**src/rtl/core/tiracl_pkg.sv**
```systemverilog
package tiracl_pkg;

    localparam int RULE_SLOTS_DEF = 16;
    localparam int SLOT_W         = 4;
    localparam int ADDR_W         = 32;
    localparam int SEC_W          = 17;
    localparam int DAYS_W         = 7;
    localparam int LEVEL_W        = 10;
    localparam int WDAY_W         = 3;
    localparam int OCTETS         = 4;

    typedef enum logic {
        OP_WRITE = 1'b0,
        OP_CHECK = 1'b1
    } op_t;

    typedef struct packed {
        op_t                 op;
        logic [SLOT_W-1:0]   slot;
        logic [ADDR_W-1:0]   range_low;
        logic [ADDR_W-1:0]   range_high;
        logic [SEC_W-1:0]    window_start;
        logic [SEC_W-1:0]    window_end;
        logic [DAYS_W-1:0]   day_set;
        logic [LEVEL_W-1:0]  level_limit;
        logic [ADDR_W-1:0]   address;
        logic [LEVEL_W-1:0]  user_level;
        logic [SEC_W-1:0]    second_of_day;
        logic [WDAY_W-1:0]   weekday;
    } request_t;

    typedef struct packed {
        logic                denied;
        logic [SLOT_W-1:0]   hit_slot;
    } result_t;

    typedef struct packed {
        logic                en;
        logic [SLOT_W-1:0]   slot;
        logic [ADDR_W-1:0]   low_bound;
        logic [ADDR_W-1:0]   high_bound;
        logic [SEC_W-1:0]    start_sec;
        logic [SEC_W-1:0]    end_sec;
        logic [DAYS_W-1:0]   days;
        logic [LEVEL_W-1:0]  max_level;
    } rule_wr_t;

    typedef struct packed {
        logic                valid;
        logic [ADDR_W-1:0]   address;
        logic [LEVEL_W-1:0]  user_level;
        logic [SEC_W-1:0]    second_of_day;
        logic [WDAY_W-1:0]   weekday;
        logic                found;
        logic [SLOT_W-1:0]   hit;
    } query_t;

endpackage

```
**src/rtl/core/timed_ip_range_acl_match_unit.sv**
```systemverilog
// Access rule matcher: a table of RULE_SLOTS rules, one per cell in a chain.
// Command channel: present request and raise start; the item is taken at a
// rising edge with start high and busy low. busy stays high until the result
// strobe has been shown.
// Write item (op = write): fills one slot at the accepting edge; done pulses
// in the next cycle with denied = 0, hit_slot = 0. Slots at or above
// RULE_SLOTS are ignored. No new item is taken until done has been shown.
// Check item (op = check): travels the cell chain, one cell per cycle, each
// cell comparing against its own rule; the first matching cell claims it.
// done pulses as the item leaves the last cell; no new item is taken until
// that done has been shown.
// Result: done marks result for exactly one cycle; the receiver cannot stall.
// Reset: clears every rule's weekday mask (no slot matches) and drops any
// item in flight; other rule fields hold their old contents until written.
module timed_ip_range_acl_match_unit #(
    parameter int RULE_SLOTS = tiracl_pkg::RULE_SLOTS_DEF
) (
    input  logic                 clk,
    input  logic                 rst_n,
    input  logic                 start,
    output logic                 busy,
    input  tiracl_pkg::request_t request,
    output logic                 done,
    output tiracl_pkg::result_t  result
);
    import tiracl_pkg::*;

    logic     accept;
    logic     busy_reg;
    logic     busy_next;
    logic     wr_done_reg;
    logic     wr_done_next;
    rule_wr_t wr;
    query_t   head;
    query_t   chain [RULE_SLOTS+1];
    query_t   tail;

    assign accept = start && !busy_reg;
    assign busy   = busy_reg;

    always_comb
    begin
        wr.en         = accept && (request.op == OP_WRITE);
        wr.slot       = request.slot;
        wr.low_bound  = request.range_low;
        wr.high_bound = request.range_high;
        wr.start_sec  = request.window_start;
        wr.end_sec    = request.window_end;
        wr.days       = request.day_set;
        wr.max_level  = request.level_limit;
    end

    always_comb
    begin
        head.valid         = accept && (request.op == OP_CHECK);
        head.address       = request.address;
        head.user_level    = request.user_level;
        head.second_of_day = request.second_of_day;
        head.weekday       = request.weekday;
        head.found         = 1'b0;
        head.hit           = '0;
    end

    assign chain[0] = head;

    for (genvar i = 0; i < RULE_SLOTS; i++)
    begin : g_cell
        tiracl_cell #(
            .IDX (i)
        ) u_cell (
            .clk   (clk),
            .rst_n (rst_n),
            .wr    (wr),
            .q_in  (chain[i]),
            .q_out (chain[i+1])
        );
    end

    assign tail = chain[RULE_SLOTS];

    always_comb
    begin
        wr_done_next = wr.en;
        busy_next    = busy_reg;
        priority if (accept)
        begin
            busy_next = 1'b1;
        end
        else if (done)
        begin
            busy_next = 1'b0;
        end
    end

    always_ff @(posedge clk or negedge rst_n)
    begin
        if (!rst_n)
        begin
            busy_reg    <= 1'b0;
            wr_done_reg <= 1'b0;
        end
        else
        begin
            busy_reg    <= busy_next;
            wr_done_reg <= wr_done_next;
        end
    end

    assign done            = wr_done_reg || tail.valid;
    assign result.denied   = tail.valid && tail.found;
    assign result.hit_slot = (tail.valid && tail.found) ? tail.hit : '0;

    a_done_while_busy: assert property (@(posedge clk) disable iff (!rst_n)
        done |-> busy)
        else $error("result strobe outside a busy period");

    a_accept_sets_busy: assert property (@(posedge clk) disable iff (!rst_n)
        (start && !busy) |=> busy)
        else $error("busy not raised after item accepted");

    a_single_source: assert property (@(posedge clk) disable iff (!rst_n)
        $onehot0({wr_done_reg, tail.valid}))
        else $error("write and check results collide");

    a_hit_needs_deny: assert property (@(posedge clk) disable iff (!rst_n)
        (result.hit_slot != '0 || result.denied) |-> (done && tail.valid))
        else $error("match reported without a finished check");

    a_done_ends_busy: assert property (@(posedge clk) disable iff (!rst_n)
        done |=> !busy)
        else $error("busy held after result strobe");

endmodule

```
**src/rtl/core/tiracl_cell.sv**
```systemverilog
module tiracl_cell #(
    parameter int IDX = 0
) (
    input  logic              clk,
    input  logic              rst_n,
    input  tiracl_pkg::rule_wr_t wr,
    input  tiracl_pkg::query_t   q_in,
    output tiracl_pkg::query_t   q_out
);
    import tiracl_pkg::*;

    localparam logic [SLOT_W-1:0] SLOT_ID   = SLOT_W'(IDX);
    localparam bit                WRITABLE  = (IDX < (1 << SLOT_W));

    logic [ADDR_W-1:0]  low_reg;
    logic [ADDR_W-1:0]  high_reg;
    logic [SEC_W-1:0]   start_reg;
    logic [SEC_W-1:0]   end_reg;
    logic [LEVEL_W-1:0] level_reg;
    logic [DAYS_W-1:0]  days_reg;
    logic [DAYS_W-1:0]  days_next;
    logic               wr_hit;

    query_t q_reg;
    query_t q_next;

    logic [DAYS_W:0]    day_mask;
    logic               day_ok;
    logic               time_ok;
    logic               addr_ok;
    logic               level_ok;
    logic               rule_match;

    assign wr_hit = WRITABLE && wr.en && (wr.slot == SLOT_ID);

    always_comb
    begin
        days_next = days_reg;
        if (wr_hit)
        begin
            days_next = wr.days;
        end
    end

    always_ff @(posedge clk or negedge rst_n)
    begin
        if (!rst_n)
        begin
            days_reg <= '0;
        end
        else
        begin
            days_reg <= days_next;
        end
    end

    always_ff @(posedge clk)
    begin
        if (wr_hit)
        begin
            low_reg   <= wr.low_bound;
            high_reg  <= wr.high_bound;
            start_reg <= wr.start_sec;
            end_reg   <= wr.end_sec;
            level_reg <= wr.max_level;
        end
    end

    always_comb
    begin
        day_mask = (DAYS_W+1)'(1) << q_in.weekday;
        day_ok   = |({1'b0, days_reg} & day_mask);
        time_ok  = (q_in.second_of_day >= start_reg) && (q_in.second_of_day <= end_reg);
        level_ok = (q_in.user_level <= level_reg);
        addr_ok  = 1'b1;
        for (int k = 0; k < OCTETS; k++)
        begin
            if ((q_in.address[k*8 +: 8] < low_reg[k*8 +: 8]) ||
                (q_in.address[k*8 +: 8] > high_reg[k*8 +: 8]))
            begin
                addr_ok = 1'b0;
            end
        end
        rule_match = day_ok && time_ok && addr_ok && level_ok;
    end

    // first match wins: earlier cells already claimed the item
    always_comb
    begin
        q_next = q_in;
        if (!q_in.found && rule_match)
        begin
            q_next.found = 1'b1;
            q_next.hit   = SLOT_ID;
        end
    end

    always_ff @(posedge clk or negedge rst_n)
    begin
        if (!rst_n)
        begin
            q_reg <= '0;
        end
        else
        begin
            q_reg <= q_next;
        end
    end

    assign q_out = q_reg;

endmodule
```
**config.mk**
```make
export PLATFORM = sky130hd
export DESIGN_NAME = timed_ip_range_acl_match_unit
export DESIGN_NICKNAME = d
export VERILOG_FILES = /design/src/rtl/core/tiracl_pkg.sv /design/src/rtl/core/timed_ip_range_acl_match_unit.sv /design/src/rtl/core/tiracl_cell.sv
export SDC_FILE = /design/constraint.sdc
export NUM_CORES = 2
export LEC_CHECK = 0
export BUFFER_PORTS_ARGS = -buffer_cell sky130_fd_sc_hd__buf_4
export CORE_AREA = 2 2 572 404
export CTS_BUF_LIST = sky130_fd_sc_hd__clkbuf_16
export CTS_CLUSTER_DIAMETER = 60
export DETAILED_ROUTE_END_ITERATION = 6
export DIE_AREA = 0 0 574 406
export GPL_TIMING_DRIVEN = 0
export PLACE_DENSITY = 0.71
export SYNTH_ARGS = -nofsm -noshare
export SYNTH_HDL_FRONTEND = slang
export SYNTH_SLANG_ARGS = --single-unit
```
**constraint.sdc**
```tcl
create_clock -name clk -period 7.4 [get_ports clk]
set_clock_uncertainty 0.05 [all_clocks]
set_input_delay 0.74 -clock clk [delete_from_list [all_inputs] [get_ports clk]]
set_output_delay 0.74 -clock clk [all_outputs]
set_load 0.02 [all_outputs]
```
==> impl_metrics.yaml <==
cts:
  clkSlewWorstSetupHoldPaths_ps: 70
  numCtsBuffers: 279
  clk_latency_ps: 850
  cts_root_buffer: "clkbuf_16"
  cts-htree-levels: 5
  post-cts-setup-buffer-count: 0
  cts_tree: "yes"
  cts.path.max_buffers: 4
  cts_sinks: 2853
  cts_resized: 0
synth:
  synth_edf_count: 1728
  ys_warn_count: 0
  synthMuxAreaShare_pct: 1.05
  synth-simple-area-share_pct: 5.34
  synthDistinctLibCells: 71
  synth-adder-area-share_pct: 16.7
  synthTopCellsByArea: "edfxtp_1 42%, dfrtp_1 23%, ha_1 17%"
  synth_top_area_share_pct: 41.7
  synth.net_count: 10944
  netlist_instances: 9095
  ys_ff_latch: 2853
  synth_area_um2: 125000
  synth_compound_area_share_pct: 7.35
  synth_xor_area_share_pct: 0
  async_reset_ff_share_pct: 39.4
  yosysSeqAreaShare_pct: 64.3
  ys.flop_type: "edfxtp_1"
  syn_area_per_cell_um2: 13.7
  yosysTopAreaCell: "edfxtp_1"
  synth_top_family_by_area: "adder cells"
worst_hold_path:
  hold_class: "in -> reg"
die:
  row_count: 147
  die_w_um: 574
  start_util_pct: 54.7
  die_y_um: 406
  dieArea_um2: 233000
  io_pins: 192
  core_um2: 228000
place:
  routabilityCongestion: 0.880
  portBuffers: 189
  place_hpwl_um: 226000
worst_setup_path:
  critPathRequiredTime_ps: 8070
  cp_data_arrival_time_ps: 4770
  end_kind: "register"
  critPathKind: "reg -> reg"
  cp-start-kind: "register"
  regToRegSetupSlack_ps: 3300
  critPathMaxFanout: 3
global_route:
  grt_util_all_layers_pct: 26.8
  overflow: 0
  grt_max_degree: 179
  antenna_found_initial: 40
  grt_pass1_wl_um: 464000
  grt_pass1_vias: 74881
drt:
  num_vias: 73664
  ant_nets: 0
  wire_per_inst_um: 23.9
  totalWireLength_um: 310000
  drc: 0
  firstDrtPassIters: 5
  vias_per_cell: 5.68
  drtIter0Drc: 7748
timing:
  worst_pin_slew_ps: 1600
  max_freq_ghz: 0.244
  setup_violations: 0
  rsz0062_at_grt: "false"
  slew_viol_final: 4
  maxSlewHeadroom_pct: -7.20
  tns_ps: 0
  min_period_ps: 4100
  final_hold_viol_count: 0
  fin_crit_sh_pct: 55.3
run_status:
  violations: "max-capacitance violations, max-slew violations"
  outcome: "complete, but fails checks"
finish:
  final_util_pct: 61.7
  nets: 11533
  area_growth_pct: 12.8
  drive_above_1_share_pct: 7.58
  largest_reg_flops: 1011
power_and_ir_drop:
  leakage_nw: 63.6
  power.density_nw_per_um2: 240
  ir_drop_v: 0.000207
job:
  cap_violations: 2
## cells by family after synthesis
| group | Yosys count |
|---|---|
| mux | 102 |
| fa+ha+maj | 1664 |
| buf+inv | 1745 |
| simple gates | 1283 |
| flops | 2853 |
| compound gates | 1448 |
## where the power goes
part	leakage (nW)	switching, W	internal [W]
combinational	30.0	0.00141	0.000785
sequential	29.0	0.000384	0.0174
clock	4.58	0.00601	0.00771
total	63.6	0.00780	0.0259
## final timing paths
kind / cells after the start / end / start
max in group asynchronous: 5 / g_cell[4].u_cell.q_out[28]$_DFF_PN0_ / rst_n
hold / removal: 1 / g_cell[0].u_cell.q_out[37]$_DFF_PN0_ / request[32]
hold reg to reg: 0 / g_cell[11].u_cell.q_out[67]$_DFF_PN0_ / g_cell[10].u_cell.q_out[67]$_DFF_PN0_
setup / recovery: 8 / g_cell[5].u_cell.q_out[1]$_DFF_PN0_ / g_cell[4].u_cell.q_out[15]$_DFF_PN0_
min in group asynchronous: 2 / g_cell[14].u_cell.q_out[18]$_DFF_PN0_ / rst_n
setup reg to reg: 8 / g_cell[5].u_cell.q_out[1]$_DFF_PN0_ / g_cell[4].u_cell.q_out[15]$_DFF_PN0_
## metal layers
metal  global-route usage (%)  part of all wire, %
met3                     4.63                  8.6
met5                        0                0.034
met2                     41.1                   44
met1                     39.4                   44
met4                     8.25                  3.2
## critical path, cell delays in order, from the launching register on
cell      delay (ps)
dfrtp_1          480
ha_1             350
nand4_1          130
nor3_1           200
a211oi_1         150
o311ai_0        1120
nor4bb_1         960
nand4_1          280
and2_1           260
## layout make-up
cell class                 instances  area [µm²]
antenna                            8        20.0
buffer                            10        37.5
clock buffer                     295        7380
clock inverter                   205        1340
fill                           16732       87200
inverter                        1735        6550
multi-input combinational       4497       38000
sequential                      2853       80000
tap                             3054        3820
timing repair buffer             308        3260
## synth_stat cells, drive strengths merged, types with 8 or more instances
cell and instances:
a2111oi 40, a211o 22, a211oi 88, a21boi 18
a21o 171, a21oi 516, a221o 10, a221oi 15
a31oi 25, and2 10, and3 37, and4 27
clkbuf 10, dfrtp 1125, edfxtp 1728, ha 1664
inv 1728, mux2 66, mux2i 20, mux4 16
nand2 392, nand2b 100, nand3 98, nand3b 17
nand4 247, nor2 149, nor2b 97, nor3 51
nor4 21, o2111a 8, o2111ai 13, o211ai 71
o21a 47, o21ai 264, o21bai 16, o22ai 24
o31a 9, o31ai 22, or3 9
## cells in the final DEF, fill, tap and decap left out, drive strengths merged, types with 22 or more instances in the layout
cell / netlist / layout
a21o: 171 / 171
nor2: 149 / 149
o21a: 47 / 47
mux2: 66 / 66
nand2: 392 / 392
a211oi: 88 / 88
o211ai: 71 / 71
buf: 0 / 250
inv: 1728 / 1817
edfxtp: 1728 / 1728
o22ai: 24 / 24
a21oi: 516 / 516
clkbuf: 10 / 305
clkinv: 7 / 101
dlygate4sd3: 0 / 58
nor3: 51 / 51
o21ai: 264 / 264
nand4: 247 / 247
and3: 37 / 37
o31ai: 22 / 22
a31oi: 25 / 25
and4: 27 / 27
a2111oi: 40 / 40
nand2b: 100 / 100
ha: 1664 / 1664
nor2b: 97 / 97
dfrtp: 1125 / 1125
a211o: 22 / 22
nand3: 98 / 98
## through the flow
| stage | hold WS [ps] | setup WS [ps] | area [µm²] | cells | power, W |
|---|---|---|---|---|---|
| 2_1_floorplan | 281 | 262 | 125000 | 9095 | 0.0190 |
| 3_3_place_gp | 285 | -8840 | 130000 | 12338 | 0.0201 |
| 3_5_place_dp | 286 | 3210 | 131000 | 12398 | 0.0203 |
| 4_1_cts | 10.1 | 3150 | 140000 | 12956 | 0.0339 |
| 5_1_grt | 14.6 | 3240 | 140000 | 12957 | 0.0348 |
| 6_report | 47.0 | 3300 | 141000 | 12965 | 0.0337 |
## repair_timing
item                                   4_1_cts  5_1_grt
hold buffers                                58        0
setup endpoints to repair                    0        0
endpoints found under the hold margin      116        0
Power figures use the tool's default switching activity.
